## src/rtl/nge_pkg.sv

```systemverilog
// ----------------------------------------------------------------------------
// nge_pkg
// Shared widths, register codes, reset values and divider handshake types
// for the noise gate with envelope follower.
// ----------------------------------------------------------------------------
package nge_pkg;

    localparam int unsigned SampleW = 16;
    localparam int unsigned EnvW    = 16;
    localparam int unsigned GainW   = 17;
    localparam int unsigned CountW  = 16;
    localparam int unsigned CfgIdxW = 2;
    localparam int unsigned CfgW    = 17;
    localparam int unsigned ProdW   = SampleW + GainW;

    localparam logic [CfgIdxW-1:0] CFG_OPEN_THRESHOLD = 2'd0;
    localparam logic [CfgIdxW-1:0] CFG_FLOOR_GAIN     = 2'd1;
    localparam logic [CfgIdxW-1:0] CFG_ATTACK_COUNT   = 2'd2;
    localparam logic [CfgIdxW-1:0] CFG_RELEASE_COUNT  = 2'd3;

    localparam logic [EnvW-1:0]   THRESHOLD_RESET = 16'd328;
    localparam logic [GainW-1:0]  FLOOR_RESET     = 17'd6554;
    localparam logic [CountW-1:0] ATTACK_RESET    = 16'd480;
    localparam logic [CountW-1:0] RELEASE_RESET   = 16'd4800;
    localparam logic [GainW-1:0]  UNITY_GAIN      = 17'd65536;

    typedef struct packed {
        logic              start;
        logic [GainW-1:0]  dividend;
        logic [CountW-1:0] divisor;
    } t_div_req;

    typedef struct packed {
        logic             busy;
        logic             done;
        logic [GainW-1:0] quotient;
    } t_div_rsp;

endpackage

```

## src/rtl/nge_in_if.sv

```systemverilog
// ----------------------------------------------------------------------------
// nge_in_if
// Input channel: one audio sample word with its clip start flag.
// ----------------------------------------------------------------------------
interface nge_in_if;

    logic                                 valid;
    logic                                 ready;
    logic signed [nge_pkg::SampleW-1:0]   sample_in;
    logic                                 clip_start;

    modport source (output valid, output sample_in, output clip_start, input ready);
    modport sink   (input valid, input sample_in, input clip_start, output ready);

endinterface

```

## src/rtl/nge_out_if.sv

```systemverilog
// ----------------------------------------------------------------------------
// nge_out_if
// Output channel: one gated sample word with its gate state.
// ----------------------------------------------------------------------------
interface nge_out_if;

    logic                                 valid;
    logic                                 ready;
    logic signed [nge_pkg::SampleW-1:0]   sample_out;
    logic                                 gate_open;

    modport source (output valid, output sample_out, output gate_open, input ready);
    modport sink   (input valid, input sample_out, input gate_open, output ready);

endinterface

```

## src/rtl/noise_gate_envelope.sv

```systemverilog
// ----------------------------------------------------------------------------
// noise_gate_envelope
// Streaming noise gate with envelope follower on signed Q1.15 samples.
// ----------------------------------------------------------------------------
// One sample word is taken at a time. When the gate gain moves, the word
// passes through the envelope divide, the gain divide and the multiplier
// before its result is loaded into the output register. When the gain stays
// put (at or above unity with the gate open, at or below the floor with it
// closed), the gain divide is skipped. Both divides go to the shared 17-bit
// serial divider. Each pass starts it, shifts out the 17 quotient bits and
// hands back the result. It runs once for the envelope step and, when the
// gain moves, once for the gain step. A stalled output holds the word in the
// output state until the output register is free. The input is ready again as
// soon as the result is loaded, while that result waits to be taken.
// Configuration writes land in the next cycle.
module noise_gate_envelope (
    input  logic                          i_clk,
    input  logic                          i_rst_n,
    input  logic                          i_cfg_we,
    input  logic [nge_pkg::CfgIdxW-1:0]   i_cfg_idx,
    input  logic [nge_pkg::CfgW-1:0]      i_cfg_data,
    nge_in_if.sink                        i_in,
    nge_out_if.source                     o_out
);

    localparam logic [2:0] S_IDLE      = 3'd0;
    localparam logic [2:0] S_ENV       = 3'd1;
    localparam logic [2:0] S_ENV_WAIT  = 3'd2;
    localparam logic [2:0] S_GAIN      = 3'd3;
    localparam logic [2:0] S_GAIN_WAIT = 3'd4;
    localparam logic [2:0] S_MUL       = 3'd5;
    localparam logic [2:0] S_OUT       = 3'd6;

    logic [2:0]                         r_state, n_state;
    logic [nge_pkg::EnvW-1:0]           r_thr;
    logic [nge_pkg::GainW-1:0]          r_floor;
    logic [nge_pkg::CountW-1:0]         r_attack;
    logic [nge_pkg::CountW-1:0]         r_release;

    logic signed [nge_pkg::SampleW-1:0] r_sample, n_sample;
    logic [nge_pkg::EnvW-1:0]           r_env, n_env;
    logic [nge_pkg::GainW-1:0]          r_gain, n_gain;
    logic                               r_up, n_up;
    logic                               r_open, n_open;
    logic signed [nge_pkg::ProdW-1:0]   r_prod, n_prod;
    logic                               r_out_valid, n_out_valid;
    logic signed [nge_pkg::SampleW-1:0] r_out_sample, n_out_sample;
    logic                               r_out_open, n_out_open;

    nge_pkg::t_div_req                  div_req;
    nge_pkg::t_div_rsp                  div_rsp;

    logic [nge_pkg::CountW-1:0]         eff_attack;
    logic [nge_pkg::CountW-1:0]         eff_release;
    logic [nge_pkg::EnvW-1:0]           mag;
    logic                               open_now;
    logic                               out_free;
    logic [nge_pkg::GainW-1:0]          q_hi;
    logic signed [nge_pkg::SampleW-1:0] sat;

    assign eff_attack  = (r_attack == '0) ? nge_pkg::CountW'(1) : r_attack;
    assign eff_release = (r_release == '0) ? nge_pkg::CountW'(1) : r_release;
    assign mag         = r_sample[nge_pkg::SampleW-1] ? (~r_sample + nge_pkg::SampleW'(1))
                                                      : r_sample;
    assign open_now    = r_env > r_thr;
    assign out_free    = !r_out_valid || o_out.ready;

    assign q_hi = r_prod[nge_pkg::ProdW-1:nge_pkg::SampleW];
    always_comb begin
        if (r_prod[nge_pkg::ProdW-1] == r_prod[nge_pkg::ProdW-2]) begin
            sat = r_prod[nge_pkg::ProdW-2:nge_pkg::SampleW];
        end else if (r_prod[nge_pkg::ProdW-1]) begin
            sat = {1'b1, {(nge_pkg::SampleW-1){1'b0}}};
        end else begin
            sat = {1'b0, {(nge_pkg::SampleW-1){1'b1}}};
        end
    end

    nge_div u_div (
        .i_clk   (i_clk),
        .i_rst_n (i_rst_n),
        .i_req   (div_req),
        .o_rsp   (div_rsp)
    );

    always_comb begin
        n_state      = r_state;
        n_sample     = r_sample;
        n_env        = r_env;
        n_gain       = r_gain;
        n_up         = r_up;
        n_open       = r_open;
        n_prod       = r_prod;
        n_out_valid  = r_out_valid;
        n_out_sample = r_out_sample;
        n_out_open   = r_out_open;
        div_req      = '0;

        if (r_out_valid && o_out.ready) begin
            n_out_valid = 1'b0;
        end

        unique case (r_state)
            S_IDLE: begin
                if (i_in.valid) begin
                    n_sample = i_in.sample_in;
                    if (i_in.clip_start) begin
                        n_env  = '0;
                        n_gain = r_floor;
                    end
                    n_state = S_ENV;
                end
            end
            S_ENV: begin
                n_up          = mag > r_env;
                div_req.start = 1'b1;
                if (mag > r_env) begin
                    div_req.dividend = nge_pkg::GainW'(mag - r_env);
                    div_req.divisor  = eff_attack;
                end else begin
                    div_req.dividend = nge_pkg::GainW'(r_env - mag);
                    div_req.divisor  = eff_release;
                end
                n_state = S_ENV_WAIT;
            end
            S_ENV_WAIT: begin
                if (div_rsp.done) begin
                    n_env = r_up ? r_env + div_rsp.quotient[nge_pkg::EnvW-1:0]
                                 : r_env - div_rsp.quotient[nge_pkg::EnvW-1:0];
                    n_state = S_GAIN;
                end
            end
            S_GAIN: begin
                n_open = open_now;
                n_up   = open_now;
                priority if (open_now && r_gain < nge_pkg::UNITY_GAIN) begin
                    div_req.start    = 1'b1;
                    div_req.dividend = nge_pkg::UNITY_GAIN - r_gain;
                    div_req.divisor  = eff_attack;
                    n_state          = S_GAIN_WAIT;
                end else if (!open_now && r_gain > r_floor) begin
                    div_req.start    = 1'b1;
                    div_req.dividend = r_gain - r_floor;
                    div_req.divisor  = eff_release;
                    n_state          = S_GAIN_WAIT;
                end else begin
                    n_state = S_MUL;
                end
            end
            S_GAIN_WAIT: begin
                if (div_rsp.done) begin
                    n_gain  = r_up ? r_gain + div_rsp.quotient : r_gain - div_rsp.quotient;
                    n_state = S_MUL;
                end
            end
            S_MUL: begin
                n_prod  = nge_pkg::ProdW'(r_sample)
                        * nge_pkg::ProdW'($signed({1'b0, r_gain}));
                n_state = S_OUT;
            end
            S_OUT: begin
                if (out_free) begin
                    n_out_valid  = 1'b1;
                    n_out_sample = sat;
                    n_out_open   = r_open;
                    n_state      = S_IDLE;
                end
            end
            default: begin
                n_state = S_IDLE;
            end
        endcase
    end

    always_ff @(posedge i_clk) begin
        if (!i_rst_n) begin
            r_state     <= S_IDLE;
            r_out_valid <= 1'b0;
            r_thr       <= nge_pkg::THRESHOLD_RESET;
            r_floor     <= nge_pkg::FLOOR_RESET;
            r_attack    <= nge_pkg::ATTACK_RESET;
            r_release   <= nge_pkg::RELEASE_RESET;
            r_env       <= '0;
            r_gain      <= nge_pkg::FLOOR_RESET;
        end else begin
            r_state     <= n_state;
            r_out_valid <= n_out_valid;
            r_env       <= n_env;
            r_gain      <= n_gain;
            if (i_cfg_we) begin
                unique case (i_cfg_idx)
                    nge_pkg::CFG_OPEN_THRESHOLD: r_thr     <= i_cfg_data[nge_pkg::EnvW-1:0];
                    nge_pkg::CFG_FLOOR_GAIN:     r_floor   <= i_cfg_data[nge_pkg::GainW-1:0];
                    nge_pkg::CFG_ATTACK_COUNT:   r_attack  <= i_cfg_data[nge_pkg::CountW-1:0];
                    nge_pkg::CFG_RELEASE_COUNT:  r_release <= i_cfg_data[nge_pkg::CountW-1:0];
                    default: ;
                endcase
            end
        end
        r_sample     <= n_sample;
        r_up         <= n_up;
        r_open       <= n_open;
        r_prod       <= n_prod;
        r_out_sample <= n_out_sample;
        r_out_open   <= n_out_open;
    end

    assign i_in.ready       = (r_state == S_IDLE);
    assign o_out.valid      = r_out_valid;
    assign o_out.sample_out = r_out_sample;
    assign o_out.gate_open  = r_out_open;

`ifndef SYNTHESIS
    a_ready_div_idle: assert property (@(posedge i_clk) disable iff (!i_rst_n)
        i_in.ready |-> !div_rsp.busy)
        else $error("input ready while divider busy");

    a_done_in_wait: assert property (@(posedge i_clk) disable iff (!i_rst_n)
        div_rsp.done |-> (r_state == S_ENV_WAIT || r_state == S_GAIN_WAIT))
        else $error("divider result outside a wait state");

    a_out_loaded: assert property (@(posedge i_clk) disable iff (!i_rst_n)
        (r_state == S_OUT && out_free) |=> (o_out.valid && i_in.ready))
        else $error("result word not loaded");

    a_prod_width: assert property (@(posedge i_clk) disable iff (!i_rst_n)
        (r_state == S_OUT && q_hi[nge_pkg::GainW-1] == q_hi[nge_pkg::GainW-2])
            |-> (sat == $signed(q_hi[nge_pkg::SampleW-1:0])))
        else $error("unsaturated product mismatch");
`endif

endmodule

```

## src/rtl/nge_div.sv

```systemverilog
// ----------------------------------------------------------------------------
// nge_div
// Restoring serial divider, one quotient bit per cycle. Divides a 17-bit
// dividend by a nonzero 16-bit divisor, truncating.
// ----------------------------------------------------------------------------
module nge_div (
    input  logic              i_clk,
    input  logic              i_rst_n,
    input  nge_pkg::t_div_req i_req,
    output nge_pkg::t_div_rsp o_rsp
);

    localparam int unsigned CntW = $clog2(nge_pkg::GainW + 1);

    logic [nge_pkg::CountW-1:0] r_rem, n_rem;
    logic [nge_pkg::GainW-1:0]  r_quo, n_quo;
    logic [nge_pkg::CountW-1:0] r_div, n_div;
    logic [CntW-1:0]            r_cnt, n_cnt;
    logic                       r_busy, n_busy;
    logic                       r_done, n_done;

    logic [nge_pkg::GainW-1:0]  rem_sh;
    logic [nge_pkg::GainW-1:0]  rem_sub;
    logic                       ge;

    assign rem_sh  = {r_rem, r_quo[nge_pkg::GainW-1]};
    assign ge      = rem_sh >= {1'b0, r_div};
    assign rem_sub = rem_sh - {1'b0, r_div};

    always_comb begin
        n_rem  = r_rem;
        n_quo  = r_quo;
        n_div  = r_div;
        n_cnt  = r_cnt;
        n_busy = r_busy;
        n_done = 1'b0;
        if (i_req.start) begin
            n_rem  = '0;
            n_quo  = i_req.dividend;
            n_div  = i_req.divisor;
            n_cnt  = CntW'(nge_pkg::GainW);
            n_busy = 1'b1;
        end else if (r_busy) begin
            n_rem = ge ? rem_sub[nge_pkg::CountW-1:0] : rem_sh[nge_pkg::CountW-1:0];
            n_quo = {r_quo[nge_pkg::GainW-2:0], ge};
            n_cnt = r_cnt - CntW'(1);
            if (r_cnt == CntW'(1)) begin
                n_busy = 1'b0;
                n_done = 1'b1;
            end
        end
    end

    always_ff @(posedge i_clk) begin
        if (!i_rst_n) begin
            r_cnt  <= '0;
            r_busy <= 1'b0;
            r_done <= 1'b0;
        end else begin
            r_cnt  <= n_cnt;
            r_busy <= n_busy;
            r_done <= n_done;
        end
        r_rem <= n_rem;
        r_quo <= n_quo;
        r_div <= n_div;
    end

    assign o_rsp.busy     = r_busy;
    assign o_rsp.done     = r_done;
    assign o_rsp.quotient = r_quo;

endmodule
```

## src/flat_wrapper.sv

```systemverilog
// flat-port wrapper written by rule: the top's interface ports become plain ports
module noise_gate_envelope_flat 
  (i_clk, i_rst_n, i_cfg_we, i_cfg_idx, i_cfg_data, i_in_valid, i_in_sample_in, i_in_clip_start, i_in_ready, o_out_valid, o_out_sample_out, o_out_gate_open, o_out_ready);
  nge_in_if i_in_i ();
  nge_out_if o_out_i ();
  input  logic i_clk;
  input  logic i_rst_n;
  input  logic i_cfg_we;
  input  logic [nge_pkg::CfgIdxW-1:0] i_cfg_idx;
  input  logic [nge_pkg::CfgW-1:0] i_cfg_data;
  input wire logic [$bits(i_in_i.valid)-1:0] i_in_valid;
  input wire logic [$bits(i_in_i.sample_in)-1:0] i_in_sample_in;
  input wire logic [$bits(i_in_i.clip_start)-1:0] i_in_clip_start;
  output wire logic [$bits(i_in_i.ready)-1:0] i_in_ready;
  output wire logic [$bits(o_out_i.valid)-1:0] o_out_valid;
  output wire logic [$bits(o_out_i.sample_out)-1:0] o_out_sample_out;
  output wire logic [$bits(o_out_i.gate_open)-1:0] o_out_gate_open;
  input wire logic [$bits(o_out_i.ready)-1:0] o_out_ready;
  assign i_in_i.valid = i_in_valid;
  assign i_in_i.sample_in = i_in_sample_in;
  assign i_in_i.clip_start = i_in_clip_start;
  assign i_in_ready = i_in_i.ready;
  assign o_out_valid = o_out_i.valid;
  assign o_out_sample_out = o_out_i.sample_out;
  assign o_out_gate_open = o_out_i.gate_open;
  assign o_out_i.ready = o_out_ready;
  noise_gate_envelope u_core (.i_clk(i_clk), .i_rst_n(i_rst_n), .i_cfg_we(i_cfg_we), .i_cfg_idx(i_cfg_idx), .i_cfg_data(i_cfg_data), .i_in(i_in_i), .o_out(o_out_i));
endmodule
```

## config.mk

```make
export PLATFORM = sky130hd
export DESIGN_NAME = noise_gate_envelope_flat
export DESIGN_NICKNAME = d
export VERILOG_FILES = /design/src/rtl/nge_pkg.sv /design/src/rtl/nge_in_if.sv /design/src/rtl/nge_out_if.sv /design/src/rtl/noise_gate_envelope.sv /design/src/rtl/nge_div.sv /design/src/flat_wrapper.sv
export SDC_FILE = /design/constraint.sdc
export NUM_CORES = 1
export LEC_CHECK = 0
export ABC_AREA = 0
export BUFFER_PORTS_ARGS = -buffer_cell sky130_fd_sc_hd__clkbuf_2
export CAP_MARGIN = 20
export CORE_MARGIN = 2
export CORE_UTILIZATION = 36
export DETAILED_ROUTE_END_ITERATION = 12
export PLACE_DENSITY_LB_ADDON = 0.08
export SYNTH_ARGS = -nofsm -noshare
export SYNTH_HDL_FRONTEND = slang
export SYNTH_SLANG_ARGS = --single-unit
```

## constraint.sdc

```tcl
create_clock -name i_clk -period 7.3 [get_ports i_clk]
set_clock_uncertainty 0.1 [all_clocks]
set_input_delay 0.365 -clock i_clk [delete_from_list [all_inputs] [get_ports i_clk]]
set_output_delay 0.365 -clock i_clk [all_outputs]
set_load 0.02 [all_outputs]
```

# Word-level counts from Yosys, hierarchy flattened
# Cells that the tools add are included.
# W data, S select, Z words.
[totals] input_bits=41 output_inout_bits=19 elab_cells=121 register_bits=226
[op_classes] reduce_logical=25 add_sub_neg=11 n_mul=1 eq_ne=16 n_mux=39 n_bitwise=3 order_cmp=5
[op_table] cell="$mux W16" n=10
[op_table] cell="$mux W17" n=6
[op_table] cell="$mux W34" n=2
[op_table] cell="$pmux W34 S2" n=1
[op_table] cell="$pmux W17 S2" n=1
[op_table] cell="$sub A16 B16 Y17" n=2
[op_table] cell="$sub A17 B17 Y17" n=2
[op_table] cell="$mul A16 B18 Y33" n=1
[op_table] cell="$mux W33" n=1
[op_table] cell="$gt A16 B16 Y1" n=2
[op_table] cell="$logic_not A16 Y1" n=2
[op_table] cell="$pmux W16 S2" n=1
[op_table] cell="$sub A16 B16 Y16" n=2
[op_table] cell="$pmux W3 S7" n=1
[op_table] cell="$add A17 B17 Y17" n=1
[op_table] cell="$ge A17 B16 Y1" n=1
[op_table] cell="$gt A17 B17 Y1" n=1
[op_table] cell="$lt A17 B17 Y1 const B" n=1
[op_table] cell="$sub A17 B17 Y17 const A" n=1
[op_table] cell="$add A16 B16 Y16" n=1
[op_table] cell="$add A16 B2 Y16 const B" n=1
[op_table] cell="$not A16 Y16" n=1
[op_table] cell="$mux W3" n=5
[op_table] cell="$reduce_and A2 Y1" n=6
[op_table] cell="other kinds (23)" n=47

# Longest topological paths before layout
[depth] ltp_word=7 ltp_mapped=25 mapped_depth_nobuf=23

# Hierarchy
# From an unflattened synthesis, not the netlist that was laid out.
[unflattened] cells_unflattened=2704 hier_area_um2=23341.1
[modules_own_cells] mod="noise_gate_envelope" instances=1 seq_area_each_um2=3603.5 cells_per_inst=2384 area_each_um2=20036.7
[modules_own_cells] mod="nge_div" instances=1 seq_area_each_um2=1451.4 cells_per_inst=320 area_each_um2=3304.4

# Worst setup path after synthesis
# Ideal clock, no wire load.
[synth_path] path_kind="flip-flop to flip-flop" from="register u_core.r_gain[12] (netlist bit)" to="register u_core.r_prod[29] (netlist bit) (data pin)" period_less_slack_ps=6173 t_required_ps=6942 n_path_buf=2 path_slack_ps=1127 arrival_ps=5815 stages_incl_launch_ff=22 setup_ps=258 path_cell_list="dfxtp_1 > clkbuf_1 > clkbuf_1 > nand2_1 > fa_1 > fa_1 > fa_1 > inv_1 > fa_1 > fa_1 > inv_1 > fa_1 > inv_1 > ha_1 > a21o_1 > a211oi_1 > o21ai_0 > o2111ai_1 > a21oi_1 > or3_1 > a21oi_1 > xnor2_1"
[synth_via] elab_chain_cells=1
[synth_rtl] item="start: declaration" line_no="noise_gate_envelope.sv:42" source="logic [nge_pkg::GainW-1:0] r_gain, n_gain;"
[synth_rtl] item="start signal: assignment" line_no="noise_gate_envelope.sv:184" source="r_gain <= nge_pkg::FLOOR_RESET;"
[synth_rtl] item="start signal: assignment" line_no="noise_gate_envelope.sv:189" source="r_gain <= n_gain;"
[synth_rtl] item="$mul A16 B18 Y33" line_no="noise_gate_envelope.sv:158" source="* nge_pkg::ProdW'($signed({1'b0, r_gain}));"
[synth_rtl] item="end signal: assignment" line_no="noise_gate_envelope.sv:203" source="r_prod <= n_prod;"
[synth_rtl] item="end: declaration" line_no="noise_gate_envelope.sv:45" source="logic signed [nge_pkg::ProdW-1:0] r_prod, n_prod;"
# Every way passes these cells.
# A chain may end at the register's enable or synchronous reset.

# Worst setup path after layout
[layout_path] from="register u_core.r_sample[6] (netlist bit)" to="register u_core.r_prod[29] (netlist bit) (data pin)"
[layout_via] elab_chain_cells=1
[layout_rtl] item="start: declaration" line_no="noise_gate_envelope.sv:40" source="logic signed [nge_pkg::SampleW-1:0] r_sample, n_sample;"
[layout_rtl] item="start signal: assignment" line_no="noise_gate_envelope.sv:200" source="r_sample <= n_sample;"
[layout_rtl] item="$mul A16 B18 Y33" line_no="noise_gate_envelope.sv:158"
# Every way passes these cells.

==> results.md <==
- Starting density of the core: 36.4%
- Mux share of post-synthesis cell area: 1.80%
- Global placer's final weighted congestion: 0.879
- Outcome: complete, no violations
- Post-synthesis simple-gate area fraction: 17.3%
- Post-synth net total: 3161
- Critical Path AT: 7.08 ns
- Fraction of the mapped netlist area in adder cells: 31.3%
- Count of placed standard cells including taps: 3499
- I/O pin total: 60
- Hold violation count in the final report: 0
- Vertical die dimension: 257 um
- Initial DRT Pass Iterations: 5
- Count of cells resized by post-cts repair: 0
- Largest net degree at the start of global routing: 49
- Slew at the pin closest to its max-slew limit: 1.07 ns
- Die Width: 257 um
- Area share of xor/xnor cells in the synthesized design: 4.60%
- Sequential area share after synthesis: 22.0%
- Reg-to-reg critical path startpoint: u_core.r_sample[6]
- Unrepaired setup endpoints after global routing: no
- Synth area leader: fa_1
- Leading cell types by total area after synthesis: fa_1 (19%), ha_1 (13%), edfxtp_1 (11%)
- Relative slew slack: 28.7%
- Data required time of the critical path: 7.51 ns
- Crit. End Element: flip-flop
- Area fraction in compound gates after synthesis: 14.7%
- Worst hold path startpoint: i_in_sample_in[7]
- Clock network latency to the later pin of the worst-skew pair: 0.60 ns
- Fill cell instance count of the final layout: 6390
- Ratio of routed vias to standard cells: 5.25
- R2R Path End: u_core.r_prod[29]
- CTS Buf Count: 27
- Std-Cell Rows: 92
- Final min period: 6.87 ns
- Area growth from synthesis to layout: 10.9%
- Final total negative setup slack: 0 ns
- Number of synthesized flops with an enable pin: 85
- Type of the worst setup path: reg -> reg
- Area of the die: 66000 um^2
- Final cell count without fillers: 3581
- CTS tree: yes
- # DRC: 0
- H-tree depth reported by CTS: 1
- Distinct cell type count of the synthesized netlist: 78
- Area of the multi-input gates: 16100 um^2
- Type of the worst min-delay path: in -> reg
- Final period utilization: 94.1%
- Cell Area, Synth: 23000 um^2
- Clock transition at path regs: 0.06 ns
- Count of antenna-violating nets left after detailed routing: 0
- Largest fanout on the critical path: 13
- Count of routing violations after the opening detailed-route iteration: 1228
- Async set-or-reset flop fraction in the synthesized netlist: 0%
- Total grt overflow: 0
- Mean routed wirelength per cell: 20.0 um
- Highest attainable clock frequency: 0.146 GHz
- Footprint of the flip-flops and latches: 5050 um^2
- Prevailing post-synth register cell: dfxtp_1
- Max cap viols: 0
- YS warnings: 0
- Terminating pin of the worst hold path: u_core.r_sample[7]
- Synth top area share: 18.5%
- Share of layout cells above drive strength 1: 6.91%
- Setup violations, final: 0
- FF+latch count, synth: 210
- Reg2Reg Setup Slack: 0.43 ns
- TritonCTS Sinks: 210
- Wire length of the first global-routing pass: 112000 um
- Placeable core region: 63200 um^2
- Combinational family with the most area after synthesis: adder cells
- Number of buffer cells added on primary ports: 59
- Worst setup SP type: flip-flop
- Global-route total usage across every layer: 21.7%
- Total via count after detailed routing: 18800
- Most common library cell in the layout ignoring fill and taps: inv_1
- Post-DP HPWL: 57800 um
- Worst R2R Path Depth: 22
- Final Max Slew Viols: 0
- Highest-count cells in the layout ignoring fill and taps: inv_1 (362), nand2_1 (345), ha_1 (236)
- Mean cell area of the mapped netlist: 8.62 um^2
- Total Nets Final: 3204
- Clock tree buffer depth: 3
- Cell at the root of the clock tree: clkbuf_16
- Hold path cells: 1
- WHS: 0.0308 ns
- Number of global-route vias before repair: 18800
- Cell count after synthesis: 2671
- Number of antenna violations at the first check in global routing: 1
- Detailed Route WL: 71500 um
==> cell type report <==
| type | count | area share (%) |
|---|---|---|
| multi-input combinational | 1959 | 63.0 |
| timing repair buffer | 153 | 4.23 |
| clock buffer | 39 | 3.12 |
| tap | 846 | 4.15 |
| inverter | 363 | 5.34 |
| clock inverter | 10 | 0.377 |
| sequential | 210 | 19.8 |
| antenna | 1 | 0.00980 |
==> registers in the layout, summed over array words and instances, names as in the netlist, 17 cells and up <==
register and flops:
u_core.u_div.r_quo 17, u_core.r_prod 17, u_core.r_gain 17, u_core.r_floor 17
==> per-stage QoR <==
step                      util [%]  instance area, um^2  worst slack (ns)
after floorplan                  -                23000              1.13
after global placement        38.5                24300             0.516
after detailed placement      38.5                24300             0.465
after CTS                     40.4                25500             0.394
after global routing          40.4                25500            0.0408
final                         40.4                25500             0.433
==> cell families after synthesis <==
group	count (synthesis)
compound gates	516
simple gates	832
buf+inv	502
flops	210
xor+xnor	121
mux	41
fa+ha+maj	449
==> cells in the mapped netlist, types with 51 or more instances <==
cell and count:
ha_1 236, and2_1 135, nor2_1 132, a21oi_1 156
edfxtp_1 85, dfxtp_1 125, inv_1 362, fa_1 213
nand2_1 345, o21ai_0 78, xnor2_1 73, nand3_1 51
clkbuf_1 123
==> how the worst max path moves through the flow <==
stage	from	end	slack, ns	cells past startpoint
6_report	u_core.r_sample[6]	u_core.r_prod[29]	0.43	22
3_5_place_dp	u_core.r_sample[6]	u_core.r_prod[29]	0.47	22
5_1_grt	u_core.r_sample[6]	u_core.r_prod[31]	0.04	22
3_3_place_gp	u_core.r_sample[4]	u_core.r_prod[31]	0.52	20
2_1_floorplan	u_core.r_gain[12]	u_core.r_prod[29]	1.13	21
4_1_cts	u_core.r_sample[6]	u_core.r_prod[29]	0.39	22
==> layer usage <==
layer / wire length (um) / GRT usage (%) / vias up
met3: 3280 / 2.64 / 83
met2: 33200 / 35.6 / 422
met5: 0 / 0 / -
met4: 1790 / 5.31 / 0
met1: 33200 / 30.4 / 9246
li1: - / - / 9039
==> repair_timing <==
action	CTS	global route
endpoints found under the hold margin	45	0
buffers inserted	0	0
hold buffers	30	0
==> critical path, stage by stage (launching register included) <==
cell	delay (ns)
edfxtp_1	0.59
buf_4	0.26
and2_1	0.17
fa_1	0.49
inv_1	0.05
fa_1	0.46
fa_1	0.51
inv_1	0.06
fa_1	0.50
fa_1	0.50
inv_1	0.05
fa_1	0.47
inv_1	0.04
ha_1	0.31
nand3_1	0.08
nor2_1	0.05
a21oi_1	0.12
o21ai_0	0.28
o2111ai_1	0.59
a21oi_1	0.21
or3_1	0.42
a21oi_1	0.19
xnor2_1	0.08
Power is not shown: default switching activity piles up to over one toggle a cycle in this logic, so the estimate is an artifact.
